`src/design/stack_machine_execute_unit_assert.svh`:
```
// Assertion macros for the stack machine execute unit.
`ifndef STACK_MACHINE_EXECUTE_UNIT_ASSERT_SVH
`define STACK_MACHINE_EXECUTE_UNIT_ASSERT_SVH

// Same-cycle implication, sampled on clk, held off during reset.
`define SMEU_ASSERT_IMP(label, pre, post, msg) \
  label: assert property (@(posedge clk) disable iff (!rst_n) (pre) |-> (post)) \
    else $error(msg);

// Next-cycle implication, sampled on clk, held off during reset.
`define SMEU_ASSERT_NXT(label, pre, post, msg) \
  label: assert property (@(posedge clk) disable iff (!rst_n) (pre) |=> (post)) \
    else $error(msg);

`endif

```
`src/design/smeu_pkg.sv`:
```
package smeu_pkg;

  localparam int unsigned STACK_DEPTH_DEF = 128;
  localparam int unsigned VAR_COUNT_DEF   = 256;
  localparam int unsigned PROG_DEPTH_DEF  = 1024;
  localparam int unsigned WORD_W          = 32;
  localparam int unsigned VIDX_W          = 8;
  localparam int unsigned TGT_W           = 10;
  // wide enough for a program depth of up to 131070 plus one
  localparam int unsigned PC_CMP_W        = 17;

  typedef enum logic [3:0] {
    OP_NONE  = 4'd0,  OP_CONST = 4'd1,  OP_POP   = 4'd2,  OP_STORE = 4'd3,
    OP_LOAD  = 4'd4,  OP_ADD   = 4'd5,  OP_SUB   = 4'd6,  OP_MUL   = 4'd7,
    OP_DIV   = 4'd8,  OP_PRINT = 4'd9,  OP_INC   = 4'd10, OP_GOTO  = 4'd11,
    OP_IFEQ  = 4'd12, OP_IFNE  = 4'd13, OP_IFLT  = 4'd14, OP_IFGT  = 4'd15
  } op_t;

  typedef enum logic [1:0] {
    ERR_NONE    = 2'd0,
    ERR_FULL    = 2'd1,
    ERR_EMPTY   = 2'd2,
    ERR_DIVZERO = 2'd3
  } err_t;

  // controller to datapath
  typedef struct packed {
    logic latch;
    logic clr;
    logic commit;
    logic push;
    logic push_var;
    logic pop1;
    logic pop2;
    logic alu_wr;
    logic div_start;
    logic div_wr;
    logic var_wr_tos;
    logic var_wr_inc;
    logic branch;
    logic print;
    err_t err;
  } cmd_t;

  // datapath to controller
  typedef struct packed {
    op_t  op;
    logic sp_zero;
    logic sp_lt2;
    logic sp_full;
    logic a_zero;
    logic b_lt_a;
    logic a_lt_b;
    logic div_done;
    logic clr_last;
  } sts_t;

  // Reduce a variable index into the store by repeated compare and subtract.
  function automatic logic [VIDX_W-1:0] var_mod(input logic [VIDX_W-1:0] vi,
                                                input int unsigned count);
    logic [31:0] r;
    logic [31:0] d;
    r = 32'(vi);
    for (int k = VIDX_W - 1; k >= 0; k--) begin
      d = 32'(count) << k;
      if (r >= d) begin
        r = r - d;
      end
    end
    return r[VIDX_W-1:0];
  endfunction

endpackage

```
`src/design/smeu_ctrl.sv`:
```
module smeu_ctrl (
  input  logic            clk,
  input  logic            rst_n,
  input  logic            in_valid,
  output logic            in_ready,
  output logic            out_valid,
  input  logic            out_ready,
  input  smeu_pkg::sts_t  sts,
  output smeu_pkg::cmd_t  cmd
);
  typedef enum logic [3:0] {
    ST_CLEAR = 4'b0001,
    ST_IDLE  = 4'b0010,
    ST_EXEC  = 4'b0100,
    ST_DIV   = 4'b1000
  } state_t;

  state_t state_r;
  state_t state_nxt;
  logic   out_valid_r;

  assign in_ready  = (state_r == ST_IDLE) && (!out_valid_r || out_ready);
  assign out_valid = out_valid_r;

  // sequence: clear the store, accept, execute, wait on divide
  always_comb begin
    cmd       = '0;
    state_nxt = state_r;
    case (state_r)
      ST_CLEAR: begin
        cmd.clr = 1'b1;
        if (sts.clr_last) begin
          state_nxt = ST_IDLE;
        end
      end
      ST_IDLE: begin
        if (in_valid && in_ready) begin
          cmd.latch = 1'b1;
          state_nxt = ST_EXEC;
        end
      end
      ST_EXEC: begin
        cmd.commit = 1'b1;
        state_nxt  = ST_IDLE;
        case (sts.op) inside
          smeu_pkg::OP_CONST, smeu_pkg::OP_LOAD: begin
            if (sts.sp_full) begin
              cmd.err = smeu_pkg::ERR_FULL;
            end else begin
              cmd.push     = 1'b1;
              cmd.push_var = (sts.op == smeu_pkg::OP_LOAD);
            end
          end
          smeu_pkg::OP_POP, smeu_pkg::OP_STORE, smeu_pkg::OP_IFEQ, smeu_pkg::OP_IFNE: begin
            if (sts.sp_zero) begin
              cmd.err = smeu_pkg::ERR_EMPTY;
            end else begin
              cmd.pop1       = 1'b1;
              cmd.var_wr_tos = (sts.op == smeu_pkg::OP_STORE);
              cmd.branch     = ((sts.op == smeu_pkg::OP_IFEQ) && sts.a_zero) ||
                               ((sts.op == smeu_pkg::OP_IFNE) && !sts.a_zero);
            end
          end
          smeu_pkg::OP_ADD, smeu_pkg::OP_SUB, smeu_pkg::OP_MUL: begin
            if (sts.sp_lt2) begin
              cmd.err = smeu_pkg::ERR_EMPTY;
            end else begin
              cmd.alu_wr = 1'b1;
            end
          end
          smeu_pkg::OP_DIV: begin
            if (sts.sp_lt2) begin
              cmd.err = smeu_pkg::ERR_EMPTY;
            end else if (sts.a_zero) begin
              cmd.err = smeu_pkg::ERR_DIVZERO;
            end else begin
              cmd.commit    = 1'b0;
              cmd.div_start = 1'b1;
              state_nxt     = ST_DIV;
            end
          end
          smeu_pkg::OP_IFLT, smeu_pkg::OP_IFGT: begin
            if (sts.sp_lt2) begin
              cmd.err = smeu_pkg::ERR_EMPTY;
            end else begin
              cmd.pop2   = 1'b1;
              cmd.branch = (sts.op == smeu_pkg::OP_IFLT) ? sts.b_lt_a : sts.a_lt_b;
            end
          end
          smeu_pkg::OP_PRINT: begin
            if (sts.sp_zero) begin
              cmd.err = smeu_pkg::ERR_EMPTY;
            end else begin
              cmd.print = 1'b1;
            end
          end
          smeu_pkg::OP_INC: begin
            cmd.var_wr_inc = 1'b1;
          end
          smeu_pkg::OP_GOTO: begin
            cmd.branch = 1'b1;
          end
          default: begin
          end
        endcase
      end
      ST_DIV: begin
        if (sts.div_done) begin
          cmd.commit = 1'b1;
          cmd.div_wr = 1'b1;
          state_nxt  = ST_IDLE;
        end
      end
      default: begin
        state_nxt = ST_IDLE;
      end
    endcase
  end

  always_ff @(posedge clk) begin
    if (!rst_n) begin
      state_r     <= ST_CLEAR;
      out_valid_r <= 1'b0;
    end else begin
      state_r <= state_nxt;
      if (cmd.commit) begin
        out_valid_r <= 1'b1;
      end else if (out_ready) begin
        out_valid_r <= 1'b0;
      end
    end
  end
endmodule

```
`config.mk`:
```
export PLATFORM = sky130hd
export DESIGN_NAME = smeu_ctrl
export DESIGN_NICKNAME = d
export VERILOG_FILES = /design/src/design/stack_machine_execute_unit_assert.svh /design/src/design/smeu_pkg.sv /design/src/design/smeu_ctrl.sv
export SDC_FILE = /design/constraint.sdc
export NUM_CORES = 1
export LEC_CHECK = 0
export BUFFER_PORTS_ARGS = -buffer_cell sky130_fd_sc_hd__buf_2
export CAP_MARGIN = 20
export CORE_MARGIN = 3
export CORE_UTILIZATION = 40
export CTS_CLUSTER_DIAMETER = 120
export CTS_CLUSTER_SIZE = 20
export DETAILED_ROUTE_END_ITERATION = 10
export PLACE_DENSITY = 0.75
export SYNTH_ARGS = -nofsm -noshare
export SYNTH_HDL_FRONTEND = slang
export SYNTH_SLANG_ARGS = --single-unit
```
`constraint.sdc`:
```
create_clock -name clk -period 3.6 [get_ports clk]
set_clock_uncertainty 0.1 [all_clocks]
set_input_delay 0.54 -clock clk [delete_from_list [all_inputs] [get_ports clk]]
set_output_delay 0.54 -clock clk [all_outputs]
set_load 0.03 [all_outputs]
```
-- After elaboration in Yosys (flattened, before gate mapping)
Index checks and enable logic that the tools add are counted.
- flip-flop bits (word level): 5
- bits of input ports: 16
- equality and inequality tests: 22
- multiplexer cells: 84
- reductions and logical operators: 14
- operators by type and width (operator ; number):
    $mux W1 ; 59
    $eq A4 B4 Y1 const B ; 9
    $mux W4 ; 9
    $mux W2 ; 12
    $eq A4 B3 Y1 const B ; 5
    $pmux W4 S4 ; 1
    $eq A4 B2 Y1 const B ; 3
    $mux W6 ; 2
    $eq A4 B1 Y1 const B ; 2
    $logic_and A1 B1 Y1 ; 4
    $ne A2 B2 Y1 const B ; 2
    $reduce_or A2 Y1 ; 2
    $reduce_or A4 Y1 ; 1
    $reduce_and A3 Y1 ; 1
    $reduce_or A3 Y1 ; 1
    $logic_not A1 Y1 ; 2
    $logic_or A1 B1 Y1 ; 2
    $ne A2 B1 Y1 const B ; 1
    $pmux W1 S2 ; 1
    $reduce_bool A2 Y1 ; 1

-- Logic depth before layout (Yosys ltp)
- depth in word-level cells: 10
- depth in mapped cells: 4

-- Worst setup path after synthesis
No wires, ideal clock.
- kind: input -> output
- from: input port sts[10] (netlist name)
- to: output port cmd[5] (netlist name)
- arrival: 2.207 ns
- data required time: 2.960 ns
- path slack: 0.753 ns
- stages on the path: 3
- path buffers: 1
- cell sequence: buf_2 > or3b_2 > nor4b_1
- RTL lines (what ; RTL line ; RTL):
    start: declaration ; smeu_ctrl.sv:8 ; input smeu_pkg::sts_t sts,
    end: declaration ; smeu_ctrl.sv:9 ; output smeu_pkg::cmd_t cmd

==> run_results.csv <==
group,metric,value,unit
place,place_congestion,0.794,
cells_and_area,n_antenna_cell,0,
clocking,clkSinkCount,5,
timing,max_freq,370,MHz
critical_path,reg2reg_slack,1.71,ns
floorplanning,die_h,43.1,um
run,maxCapViolCount,0,
place,place_ws,0.950,ns
logic_synthesis,netlist.area_leader.share,0.182,
place,hpwl,1190,um
worst_hold_path,hold_path_end,"out_valid$_SDFFE_PN0P_",
timing,setup_ws,0.898,ns
timing,worst_slew_pin_slew,0.379,ns
timing,slew_viol_final,0,
grt,grt_usage,0.174,
clocking,postCtsHoldBufs,0,
logic_synthesis,ys_warn_count,0,
logic_synthesis,syn_nets,88,
grt,grt_pass1_vias,585,
timing,max_slew_margin,0.744,
logic_synthesis,yosysTopAreaCell,"dfxtp_1",
clocking,htreeDepth,1,
clocking,cts_root_buffer,"clkbuf_4",
floorplanning,design.core.area,1200,sq um
floorplanning,rows,12,
place,port-buffer-count,33,
worst_hold_path,worstHoldStart,"out_valid$_SDFFE_PN0P_",
floorplanning,ios,34,
power,p_seq_frac,0.347,
cells_and_area,nets,120,
routing,vias_per_cell,5.58,
critical_path,rr_startpoint,"state_r[1]$_SDFFE_PN0P_",
logic_synthesis,synthTopCellsByArea,"dfxtp_1 18%, nor4b_1 11%, nand2b_1 5.7%, or4b_1 5.5%, or4b_2 3.6%",
timing,post-route-period-util,0.750,
critical_path,criticalPathCategory,"reg2out",
routing,drc,0,
floorplanning,die_area,1860,sq um
clocking,cts_setup_buffers,0,
logic_synthesis,synth-seq-cells,5,
power,power_density,238,nW/um^2
routing,ant_nets,0,
power,power_frac_comb,0.267,
critical_path,startpoint_type,"register",
critical_path,worstSetupEndpointType,"output pin",
logic_synthesis,syn_area,551,sq um
power,intPower,0.118,mW
critical_path,worstPathRequired,2.96,ns
routing,wire_per_inst,12.7,um
cells_and_area,fillCellCount,124,
routing,via_count,653,
cells_and_area,syn2layout_area_growth,31.4,%
critical_path,worstPathMaxFanout,11,
logic_synthesis,netlist_instances,72,
logic_synthesis,post_synth_num_cell_types,33,
power,p_leak,0.347,nW
critical_path,worstReg2RegEnd,"state_r[3]$_SDFFE_PN0P_",
worst_hold_path,hp-class,"reg2reg",
cells_and_area,final_cell_mix,"33 x buf_2, 7 x nor4b_1, 5 x inv_1, 5 x nand2b_1, 5 x dfxtp_1",
clocking,path_clk_slew,0.05,ns
worst_hold_path,whs_path_depth,2,
routing,firstDrtPassIters,4,
timing,rsz0062_at_grt,"no",
power,p_switching,0.0543,mW
timing,setup_viol,0,
critical_path,r2r_cells,3,
power,p_clk_frac,0.386,
clocking,cts_tree,"built",
power,swShare,0.316,
critical_path,crit_arrival,2.06,ns
grt,grt_overflow,0,
power,peakVddDrop,0.0858,mV
floorplanning,start_util,0.458,
logic_synthesis,avgSynthCellArea,7.65,sq um
grt,grt_pass1_wl,2420,um
timing,fin_tns_setup,0,ns
grt,grt_max_degree,16,
clocking,cts_inserted_buffers,3,
clocking,cts_buffer_depth,2,
run_status,status,"completed",
cells_and_area,final_common_cell,"buf_2",
floorplanning,die_x,43.1,um
routing,drtIter0Drc,16,
timing,fin_hold_ws,0.437,ns
timing,finalHoldViolCount,0,
grt,antenna_found_initial,0,
cells_and_area,drive_gt1_frac,0.408,
timing,period_minus_slack,2.70,ns
clocking,cts_resized,0,
logic_synthesis,ys_seq_area_frac,0.182,
routing,wirelength,1490,um
clocking,clk_latency,0.25,ns
## kinds of logic (layout without fill, tap and decap cells)
| kind of cell | Yosys count | count (layout) | synth area share |
|---|---|---|---|
| compound gates | 11 | 11 | 0.139 |
| simple gates | 42 | 42 | 0.527 |
| mux | 1 | 1 | 0.0182 |
| buf+inv | 11 | 42 | 0.102 |
| xor+xnor | 2 | 2 | 0.0318 |
| flops | 5 | 5 | 0.182 |
## cell type report
type                       count  area [sq um]  area share
timing repair buffer          33           165       0.228
multi-input combinational     56           394       0.545
clock inverter                 1          5.00     0.00692
sequential                     5           100       0.138
tap                           14          17.5      0.0242
inverter                       5          18.8      0.0260
clock buffer                   3          22.5      0.0311
## cells in the mapped netlist
cell and number:
or2_2 1, or4b_1 3, o21bai_1 1, a21o_1 1, buf_2 3, or3b_1 1, a211oi_2 1, clkbuf_1 1
or4b_2 2, nor2_1 4, dfxtp_1 5, mux2i_1 1, nor3_1 3, xnor2_1 2, or3b_2 1, buf_6 1
nand2b_1 5, a31oi_1 2, o21ai_0 2, a311oi_1 1, nand2_1 3, buf_4 1, inv_1 5, nor4b_1 7
nor4_1 3, nor3b_1 1, nor2b_1 2, or4_1 1, a21oi_1 2, o21a_1 1, nand4b_1 2, and2_1 2
or3_1 1
## metal layers
layer | wire (um) | track usage | up-vias
met3 | 150 | 0.0339 | 7
met2 | 645 | 0.254 | 36
li1 | - | - | 329
met4 | 58 | 0.163 | 0
met1 | 636 | 0.206 | 281
met5 | 0 | 0 | -
## flip-flops by register name, summed over array words and instances, names as in the netlist
register   flops
state_r        4
out_valid      1
## critical path, stage by stage (launching register included)
cell and delay [ns]:
dfxtp_1 0.32, or4b_1 0.71, or3_1 0.48, inv_1 0.09, buf_2 0.20
## worst max path at each step
stage,start,end,slack [ns],cells past startpoint
detailed placement,sts[9],cmd[0],0.95,5
global placement,sts[9],cmd[0],0.97,5
global route,sts[9],cmd[0],0.81,5
finish,state_r[1]$_SDFFE_PN0P_,cmd[7],0.90,4
CTS,state_r[1]$_SDFFE_PN0P_,cmd[7],0.90,4
floorplan,sts[10],cmd[5],0.75,3
## power groups by stage
| stage | logic (mW) | clock network, mW | registers (mW) |
|---|---|---|---|
| floorplan | 0.0308 | 0 | 0.0604 |
| global placement | 0.0450 | 0 | 0.0605 |
| detailed placement | 0.0459 | 0 | 0.0607 |
| CTS | 0.0460 | 0.0676 | 0.0596 |
| global route | 0.0500 | 0.0707 | 0.0600 |
| finish | 0.0459 | 0.0663 | 0.0597 |
## stage by stage
stage | total power [mW] | cells | utilization | instance area, sq um
floorplan | 0.0912 | 72 | - | 551
global placement | 0.105 | 113 | 0.579 | 696
detailed placement | 0.107 | 113 | 0.579 | 696
CTS | 0.173 | 117 | 0.602 | 723
global route | 0.181 | 117 | 0.602 | 723
finish | 0.172 | 117 | 0.602 | 723
No activity file was read; power rests on OpenSTA's default activity.
